File: src/sv/fycs_pkg.sv
package fycs_pkg;

    localparam int WORD_W = 31;
    localparam int HAND_W = 6;
    localparam int CODE_W = 6;
    localparam int SUIT_W = 2;
    localparam int RANK_W = 4;

endpackage

File: src/sv/fycs_ram.sv
module fycs_ram #(
    parameter int WIDTH = 8,
    parameter int DEPTH = 64
) (
    input  logic                     clk,
    input  logic                     we,
    input  logic [$clog2(DEPTH)-1:0] waddr,
    input  logic [WIDTH-1:0]         wdata,
    input  logic [$clog2(DEPTH)-1:0] raddr,
    output logic [WIDTH-1:0]         rdata
);

    logic [WIDTH-1:0] mem [DEPTH];

    always_ff @(posedge clk)
    begin
        if (we)
        begin
            mem[waddr] <= wdata;
        end
        rdata <= mem[raddr];
    end

endmodule

File: src/sv/fisher_yates_card_shuffler_unit.sv
// channel   ports                              transaction when
// input     start, busy, random_word           start high, busy low
// config    cfg_we, cfg_wdata                  cfg_we high
// output    card_valid, card_code, suit,       card_valid high, one cycle each
//           rank, last_card
//
// a shuffle step runs from one accepted transaction to the next through the idle
// state that accepts it, the bit-serial remainder in ST_DIV and the swap through the
// single read / single write deck memory in ST_RD_POS, ST_RD_PART, ST_WR_POS, ST_WR_PART
// the final step deals the hand at one card per cycle via the memory read and output registers
// reset leaves the deck as identity via per-entry valid bits, no clearing pass
// results cannot be held off; busy covers the whole step and the deal reads
module fisher_yates_card_shuffler_unit #(
    parameter int SUIT_COUNT     = 4,
    parameter int RANKS_PER_SUIT = 13
) (
    input  logic                          clk,
    input  logic                          rst_n,
    input  logic                          start,
    output logic                          busy,
    input  logic [fycs_pkg::WORD_W-1:0]   random_word,
    input  logic                          cfg_we,
    input  logic [fycs_pkg::HAND_W-1:0]   cfg_wdata,
    output logic                          card_valid,
    output logic [fycs_pkg::CODE_W-1:0]   card_code,
    output logic [fycs_pkg::SUIT_W-1:0]   suit,
    output logic [fycs_pkg::RANK_W-1:0]   rank,
    output logic                          last_card
);

    import fycs_pkg::*;

    localparam int DECK_SIZE = SUIT_COUNT * RANKS_PER_SUIT;
    localparam int AW        = $clog2(DECK_SIZE);
    localparam int CW        = AW + 1;
    localparam int BCW       = $clog2(WORD_W);
    localparam logic [CW-1:0]     DECK_C  = CW'(DECK_SIZE);
    localparam logic [AW-1:0]     TOP_POS = AW'(DECK_SIZE - 1);
    localparam logic [CODE_W:0]   R1      = (CODE_W+1)'(RANKS_PER_SUIT);
    localparam logic [CODE_W:0]   R2      = (CODE_W+1)'(2 * RANKS_PER_SUIT);
    localparam logic [CODE_W:0]   R3      = (CODE_W+1)'(3 * RANKS_PER_SUIT);

    typedef enum logic [2:0] {
        ST_IDLE,
        ST_DIV,
        ST_RD_POS,
        ST_RD_PART,
        ST_WR_POS,
        ST_WR_PART,
        ST_DEAL
    } state_t;

    state_t                state_reg;
    logic [HAND_W-1:0]     hand_size_reg;
    logic [WORD_W-1:0]     word_reg;
    logic [BCW-1:0]        bit_cnt_reg;
    logic [AW-1:0]         pos_reg;
    logic [CW-1:0]         div_reg;
    logic [AW-1:0]         rem_reg;
    logic [CODE_W-1:0]     a_reg;
    logic [AW-1:0]         deal_idx_reg;
    logic [CW-1:0]         count_reg;
    logic [DECK_SIZE-1:0]  valid_reg;
    logic [AW-1:0]         rd_addr_reg;
    logic                  rd_hit_reg;
    logic                  rd_pending_reg;
    logic                  rd_last_reg;
    logic                  card_valid_reg;
    logic [CODE_W-1:0]     card_code_reg;
    logic [SUIT_W-1:0]     suit_reg;
    logic [RANK_W-1:0]     rank_reg;
    logic                  last_card_reg;

    logic [CW-1:0]         trial;
    logic [AW-1:0]         rem_step;
    logic [AW-1:0]         pos_eff;
    logic [CW-1:0]         count_eff;
    logic                  ram_we;
    logic [AW-1:0]         ram_waddr;
    logic [CODE_W-1:0]     ram_wdata;
    logic [AW-1:0]         ram_raddr;
    logic [CODE_W-1:0]     ram_rdata;
    logic [CODE_W-1:0]     rd_word;
    logic [CODE_W:0]       code_ext;
    logic [SUIT_W-1:0]     suit_dec;
    logic [CODE_W:0]       suit_base;
    logic                  deal_last;

    fycs_ram #(
        .WIDTH (CODE_W),
        .DEPTH (DECK_SIZE)
    ) u_deck (
        .clk   (clk),
        .we    (ram_we),
        .waddr (ram_waddr),
        .wdata (ram_wdata),
        .raddr (ram_raddr),
        .rdata (ram_rdata)
    );

    // restoring remainder, one dividend bit per cycle
    assign trial    = {rem_reg, word_reg[WORD_W-1]};
    assign rem_step = (trial >= div_reg) ? AW'(trial - div_reg) : AW'(trial);

    assign pos_eff = (pos_reg == '0 || {1'b0, pos_reg} >= DECK_C) ? TOP_POS : pos_reg;

    always_comb
    begin
        if (hand_size_reg == '0)
        begin
            count_eff = CW'(1);
        end
        else if ({1'b0, hand_size_reg} > (HAND_W+1)'(DECK_SIZE))
        begin
            count_eff = DECK_C;
        end
        else
        begin
            count_eff = CW'(hand_size_reg);
        end
    end

    // unwritten entries read as their own index
    assign rd_word = rd_hit_reg ? ram_rdata : CODE_W'(rd_addr_reg);

    always_comb
    begin
        unique case (state_reg)
            ST_RD_PART: ram_raddr = rem_reg;
            ST_DEAL:    ram_raddr = deal_idx_reg;
            default:    ram_raddr = pos_reg;
        endcase
        ram_we    = (state_reg == ST_WR_POS) || (state_reg == ST_WR_PART);
        ram_waddr = (state_reg == ST_WR_POS) ? pos_reg : rem_reg;
        ram_wdata = (state_reg == ST_WR_POS) ? rd_word : a_reg;
    end

    // suit and rank by compare against multiples of the rank count
    always_comb
    begin
        code_ext = {1'b0, rd_word};
        if (SUIT_COUNT > 3 && code_ext >= R3)
        begin
            suit_dec  = SUIT_W'(3);
            suit_base = R3;
        end
        else if (SUIT_COUNT > 2 && code_ext >= R2)
        begin
            suit_dec  = SUIT_W'(2);
            suit_base = R2;
        end
        else if (SUIT_COUNT > 1 && code_ext >= R1)
        begin
            suit_dec  = SUIT_W'(1);
            suit_base = R1;
        end
        else
        begin
            suit_dec  = '0;
            suit_base = '0;
        end
    end

    assign deal_last = ({1'b0, deal_idx_reg} + CW'(1)) == count_reg;

    always_ff @(posedge clk or negedge rst_n)
    begin
        if (!rst_n)
        begin
            state_reg      <= ST_IDLE;
            hand_size_reg  <= HAND_W'(5);
            word_reg       <= '0;
            bit_cnt_reg    <= '0;
            pos_reg        <= TOP_POS;
            div_reg        <= '0;
            rem_reg        <= '0;
            a_reg          <= '0;
            deal_idx_reg   <= '0;
            count_reg      <= '0;
            valid_reg      <= '0;
            rd_addr_reg    <= '0;
            rd_hit_reg     <= 1'b0;
            rd_pending_reg <= 1'b0;
            rd_last_reg    <= 1'b0;
            card_valid_reg <= 1'b0;
            card_code_reg  <= '0;
            suit_reg       <= '0;
            rank_reg       <= '0;
            last_card_reg  <= 1'b0;
        end
        else
        begin
            if (cfg_we)
            begin
                hand_size_reg <= cfg_wdata;
            end

            rd_addr_reg    <= ram_raddr;
            rd_hit_reg     <= valid_reg[ram_raddr];
            rd_pending_reg <= (state_reg == ST_DEAL);

            // output stage
            card_valid_reg <= rd_pending_reg;
            if (rd_pending_reg)
            begin
                card_code_reg <= rd_word;
                suit_reg      <= suit_dec;
                rank_reg      <= RANK_W'(code_ext - suit_base);
                last_card_reg <= rd_last_reg;
            end

            if (ram_we)
            begin
                valid_reg[ram_waddr] <= 1'b1;
            end

            unique case (state_reg)
                ST_IDLE:
                begin
                    if (start)
                    begin
                        word_reg    <= random_word;
                        bit_cnt_reg <= BCW'(WORD_W - 1);
                        pos_reg     <= pos_eff;
                        div_reg     <= {1'b0, pos_eff} + CW'(1);
                        rem_reg     <= '0;
                        state_reg   <= ST_DIV;
                    end
                end
                ST_DIV:
                begin
                    rem_reg     <= rem_step;
                    word_reg    <= {word_reg[WORD_W-2:0], 1'b0};
                    bit_cnt_reg <= bit_cnt_reg - BCW'(1);
                    if (bit_cnt_reg == '0)
                    begin
                        state_reg <= ST_RD_POS;
                    end
                end
                ST_RD_POS:
                begin
                    state_reg <= ST_RD_PART;
                end
                ST_RD_PART:
                begin
                    a_reg     <= rd_word;
                    state_reg <= ST_WR_POS;
                end
                ST_WR_POS:
                begin
                    state_reg <= ST_WR_PART;
                end
                ST_WR_PART:
                begin
                    if (pos_reg > AW'(1))
                    begin
                        pos_reg   <= pos_reg - AW'(1);
                        state_reg <= ST_IDLE;
                    end
                    else
                    begin
                        deal_idx_reg <= '0;
                        count_reg    <= count_eff;
                        state_reg    <= ST_DEAL;
                    end
                end
                ST_DEAL:
                begin
                    rd_last_reg    <= deal_last;
                    deal_idx_reg   <= deal_idx_reg + AW'(1);
                    if (deal_last)
                    begin
                        // back to identity and top position
                        valid_reg <= '0;
                        pos_reg   <= TOP_POS;
                        state_reg <= ST_IDLE;
                    end
                end
                default:
                begin
                    state_reg <= ST_IDLE;
                end
            endcase
        end
    end

    assign busy       = (state_reg != ST_IDLE);
    assign card_valid = card_valid_reg;
    assign card_code  = card_code_reg;
    assign suit       = suit_reg;
    assign rank       = rank_reg;
    assign last_card  = last_card_reg;

    a_rem_below_div: assert property (@(posedge clk) disable iff (!rst_n)
        state_reg == ST_DIV |-> {1'b0, rem_reg} < div_reg)
        else $error("remainder not below divisor");

    a_pos_steps_down: assert property (@(posedge clk) disable iff (!rst_n)
        state_reg == ST_WR_PART && pos_reg > AW'(1) |=> pos_reg == $past(pos_reg) - AW'(1))
        else $error("swap position did not step down");

    a_card_in_deck: assert property (@(posedge clk) disable iff (!rst_n)
        card_valid_reg |-> {1'b0, card_code_reg} < (CODE_W+1)'(DECK_SIZE))
        else $error("dealt card outside deck");

    a_last_ends_hand: assert property (@(posedge clk) disable iff (!rst_n)
        card_valid_reg && last_card_reg |=> !card_valid_reg && state_reg != ST_DEAL)
        else $error("cards after last card");

    a_no_write_while_dealing: assert property (@(posedge clk) disable iff (!rst_n)
        rd_pending_reg |-> !ram_we)
        else $error("deck written during deal");

endmodule

File: config.mk
export PLATFORM = sky130hd
export DESIGN_NAME = fisher_yates_card_shuffler_unit
export DESIGN_NICKNAME = d
export VERILOG_FILES = /design/src/sv/fycs_pkg.sv /design/src/sv/fycs_ram.sv /design/src/sv/fisher_yates_card_shuffler_unit.sv
export SDC_FILE = /design/constraint.sdc
export NUM_CORES = 1
export LEC_CHECK = 0
export BUFFER_PORTS_ARGS = -buffer_cell sky130_fd_sc_hd__buf_2
export CAP_MARGIN = 5
export CORE_MARGIN = 8
export CORE_UTILIZATION = 45
export DETAILED_ROUTE_END_ITERATION = 10
export HOLD_SLACK_MARGIN = 0.08
export PLACE_DENSITY_LB_ADDON = 0.15
export SETUP_SLACK_MARGIN = 0.4
export SYNTH_ARGS = -nofsm -noshare
export SYNTH_HDL_FRONTEND = slang
export SYNTH_SLANG_ARGS = --single-unit
export TNS_END_PERCENT = 50
File: constraint.sdc
create_clock -name clk -period 7 [get_ports clk]
set_input_delay 1.05 -clock clk [delete_from_list [all_inputs] [get_ports clk]]
set_output_delay 1.05 -clock clk [all_outputs]
set_load 0.05 [all_outputs]
==> results.ini <==
[synthesis]
synth_edf_count = 312
yosys_warnings = 0
synth_cell_types = 63
synth_area_sq_um = 20660
synth-seq-area-share = 0.6498
synthArstFlopShare = 0.3305
synth_cells = 1701
synth_nets = 1761
postSynthAreaPerCell_sq_um = 12.15
synth_seq_cells = 475
synthFlopType = edfxtp_1

[floorplan]
ios = 56
initial_core_util = 0.4553
row_count = 78
die_area_sq_um = 53020
coreArea_sq_um = 45380
die_width_um = 230.3
die_y_um = 230.3

[routing]
drcViolationCount = 0
first_pass_iters = 7
wl_per_cell_um = 21.94
drt_iter0_markers = 903
viasPerCell = 5.670
drtAntennaViolNets = 0
finalWirelength_um = 52070
vias = 13460

[timing]
slew_viol_final = 0
fin_crit_sh = 0.6425
finalCriticalPeriod_ns = 4.497
setup_violations = 0
hold_viol = 0
rsz0062_at_grt = false
skew_ns = 0.02968
tns_ns = 0
relSlewSlack = 0.2496
tightest_slew_ns = 1.097
fmaxAchievable_mhz = 222.4

[finish]
final_cells = 2373
area_growth_pct = 11.80
fillers = 3976
diodes = 0
fin_nets = 1793
fin_area_sq_um = 23100
largest_register_ffs = 312
post-route-util = 0.5090
drive_gt1_frac = 0.1145

[clock_network]
cts_buffer_depth = 3
cts.hold.buffers_added = 0
path_clk_slew_ns = 0.06
cts_max_level = 2
post-cts-setup-buffers = 0
cts_resized = 0
cts_tree = yes
cts_sinks = 475
insertion_delay_ns = 0.60
numCtsBuffers = 50
cts_root_buf = clkbuf_16

[min_path]
hold_depth = 2
hold_class = reg -> reg

[global_routing]
overflow = 0
grtUsageTotal = 0.1952
grt_pass1_wl_um = 81190
grt_pass1_vias = 13460
grt_max_degree = 88
antenna_found_initial = 0

[pwr]
powerDensity_nw_per_um2 = 518.0
leakagePower_uw = 0.008840
peakVddDrop_uv = 305.6

[status]
outcome = complete, no violations

[place]
place_hpwl_um = 32490
dp_cells = 2281
gp_congestion = 0.8438
placed_cell_area_sq_um = 21450
portBuffers = 55

[worst_setup_path]
critPathMaxFanout = 59
crit_arrival_ns = 4.95
ff2ff_path_depth = 10
required_ns = 7.45
cp-end-kind = flip-flop
worstSetupStartpointType = flip-flop
crit_type = reg -> reg

[run]
drv_cap = 0

where the power goes:
| part | switching, uW | internal, uW | leakage (uW) |
|---|---|---|---|
| combinational | 3560 | 1700 | 0.00314 |
| clock | 1090 | 1580 | 0.000810 |
| sequential | 334 | 3700 | 0.00489 |
| total | 4980 | 6980 | 0.00884 |
critical path, cell delays in order (launching register included):
cell      delay [ns]
dfrtp_1         0.81
or2_2           0.22
o311a_1         0.52
nand2_8         0.40
inv_4           0.77
buf_4           0.46
mux2i_1         0.32
o221ai_1        0.17
nor3_1          0.40
a211o_1         0.16
o22ai_1         0.07
kinds of logic (layout without fill, tap and decap cells):
group                      Yosys count  after routing  synth area share
and+or+nand+nor                    576            576            0.1178
DFF                                475            475            0.6498
AOI/OAI and AO/OA                  336            336            0.1115
muxes                              141            141           0.06928
buffers and inverters              135            207           0.03131
adders and majority gates           19             19           0.01223
xor gates and xnor gates            19             19          0.008055
through the flow:
stage / hold slack [ns] / total power, uW / setup WS (ns)
after floorplan: 0.3519 / 7771 / 2.778
after global placement: 0.4614 / 9250 / 2.671
after detailed placement: 0.4691 / 9331 / 2.600
after CTS: 0.4820 / 12010 / 2.590
after global routing: 0.4920 / 12630 / 2.308
final: 0.4825 / 11960 / 2.503
synthesized netlist by cell type, drive strengths merged, types with 35 or more instances:
| cell | number | share of area |
|---|---|---|
| edfxtp | 312 | 0.45 |
| nand2 | 311 | 0.058 |
| dfrtp | 151 | 0.18 |
| nor2 | 127 | 0.023 |
| mux2i | 125 | 0.061 |
| nand3 | 66 | 0.016 |
| o21ai | 59 | 0.015 |
| o21a | 55 | 0.020 |
| buf | 52 | 0.016 |
| a21oi | 50 | 0.012 |
| a31oi | 49 | 0.015 |
| clkbuf | 48 | 0.0087 |
| inv | 35 | 0.0065 |
layout make-up:
class                   instances  area, sq um  area share
clock buffers                  62         1338     0.05791
flip-flops and latches        475        13430      0.5812
clock inverters                30        307.8     0.01333
multi-input cells            1091         6674      0.2889
repair buffers                 80        469.2     0.02031
well taps                     600        750.7     0.03250
inverters                      35        133.9    0.005796
final timing paths:
| path | from | to | slack, ns |
|---|---|---|---|
| max | state_reg[1] | u_deck.rdata[1] | 2.50 |
| min in group asynchronous | rst_n | hand_size_reg[3] | 0.53 |
| min | rd_last_reg | rd_last_reg | 0.48 |
| max in group asynchronous | rst_n | valid_reg[6] | 5.01 |
| max reg2reg | state_reg[1] | u_deck.rdata[1] | 2.50 |
| min reg2reg | rd_last_reg | rd_last_reg | 0.48 |
layout by cell type (no fill, tap or decap), types with 11 or more instances in the layout:
cell type  Yosys  layout
edfxtp_1     312     312
nand2_1      308     307
dfrtp_1      151     151
nor2_1       127     127
mux2i_1      125     125
nand3_1       66      66
o21a_1        55      55
buf_2         29      54
clkbuf_16      0      51
a21oi_1       50      49
a31oi_1       49      49
o21ai_0       54      48
inv_1         32      32
buf_4         13      25
nor3_1        17      17
a311oi_1      17      17
ha_1          17      17
o221ai_1      16      16
mux2_2        16      16
xnor2_1       13      13
and3_1        12      12
a221oi_1      12      12
clkinv_2       0      12
a211oi_1      11      11
o31ai_1       11      11
layer usage:
metal	wire [um]	up-vias	global-route usage	part of all wire
li1	-	6277	-	-
met1	22950	6642	0.2713	0.44
met2	24310	449	0.3113	0.47
met3	3400	88	0.03386	0.065
met4	1411	0	0.05860	0.027
met5	0	-	0	0
(Power assumes the default switching activity.)
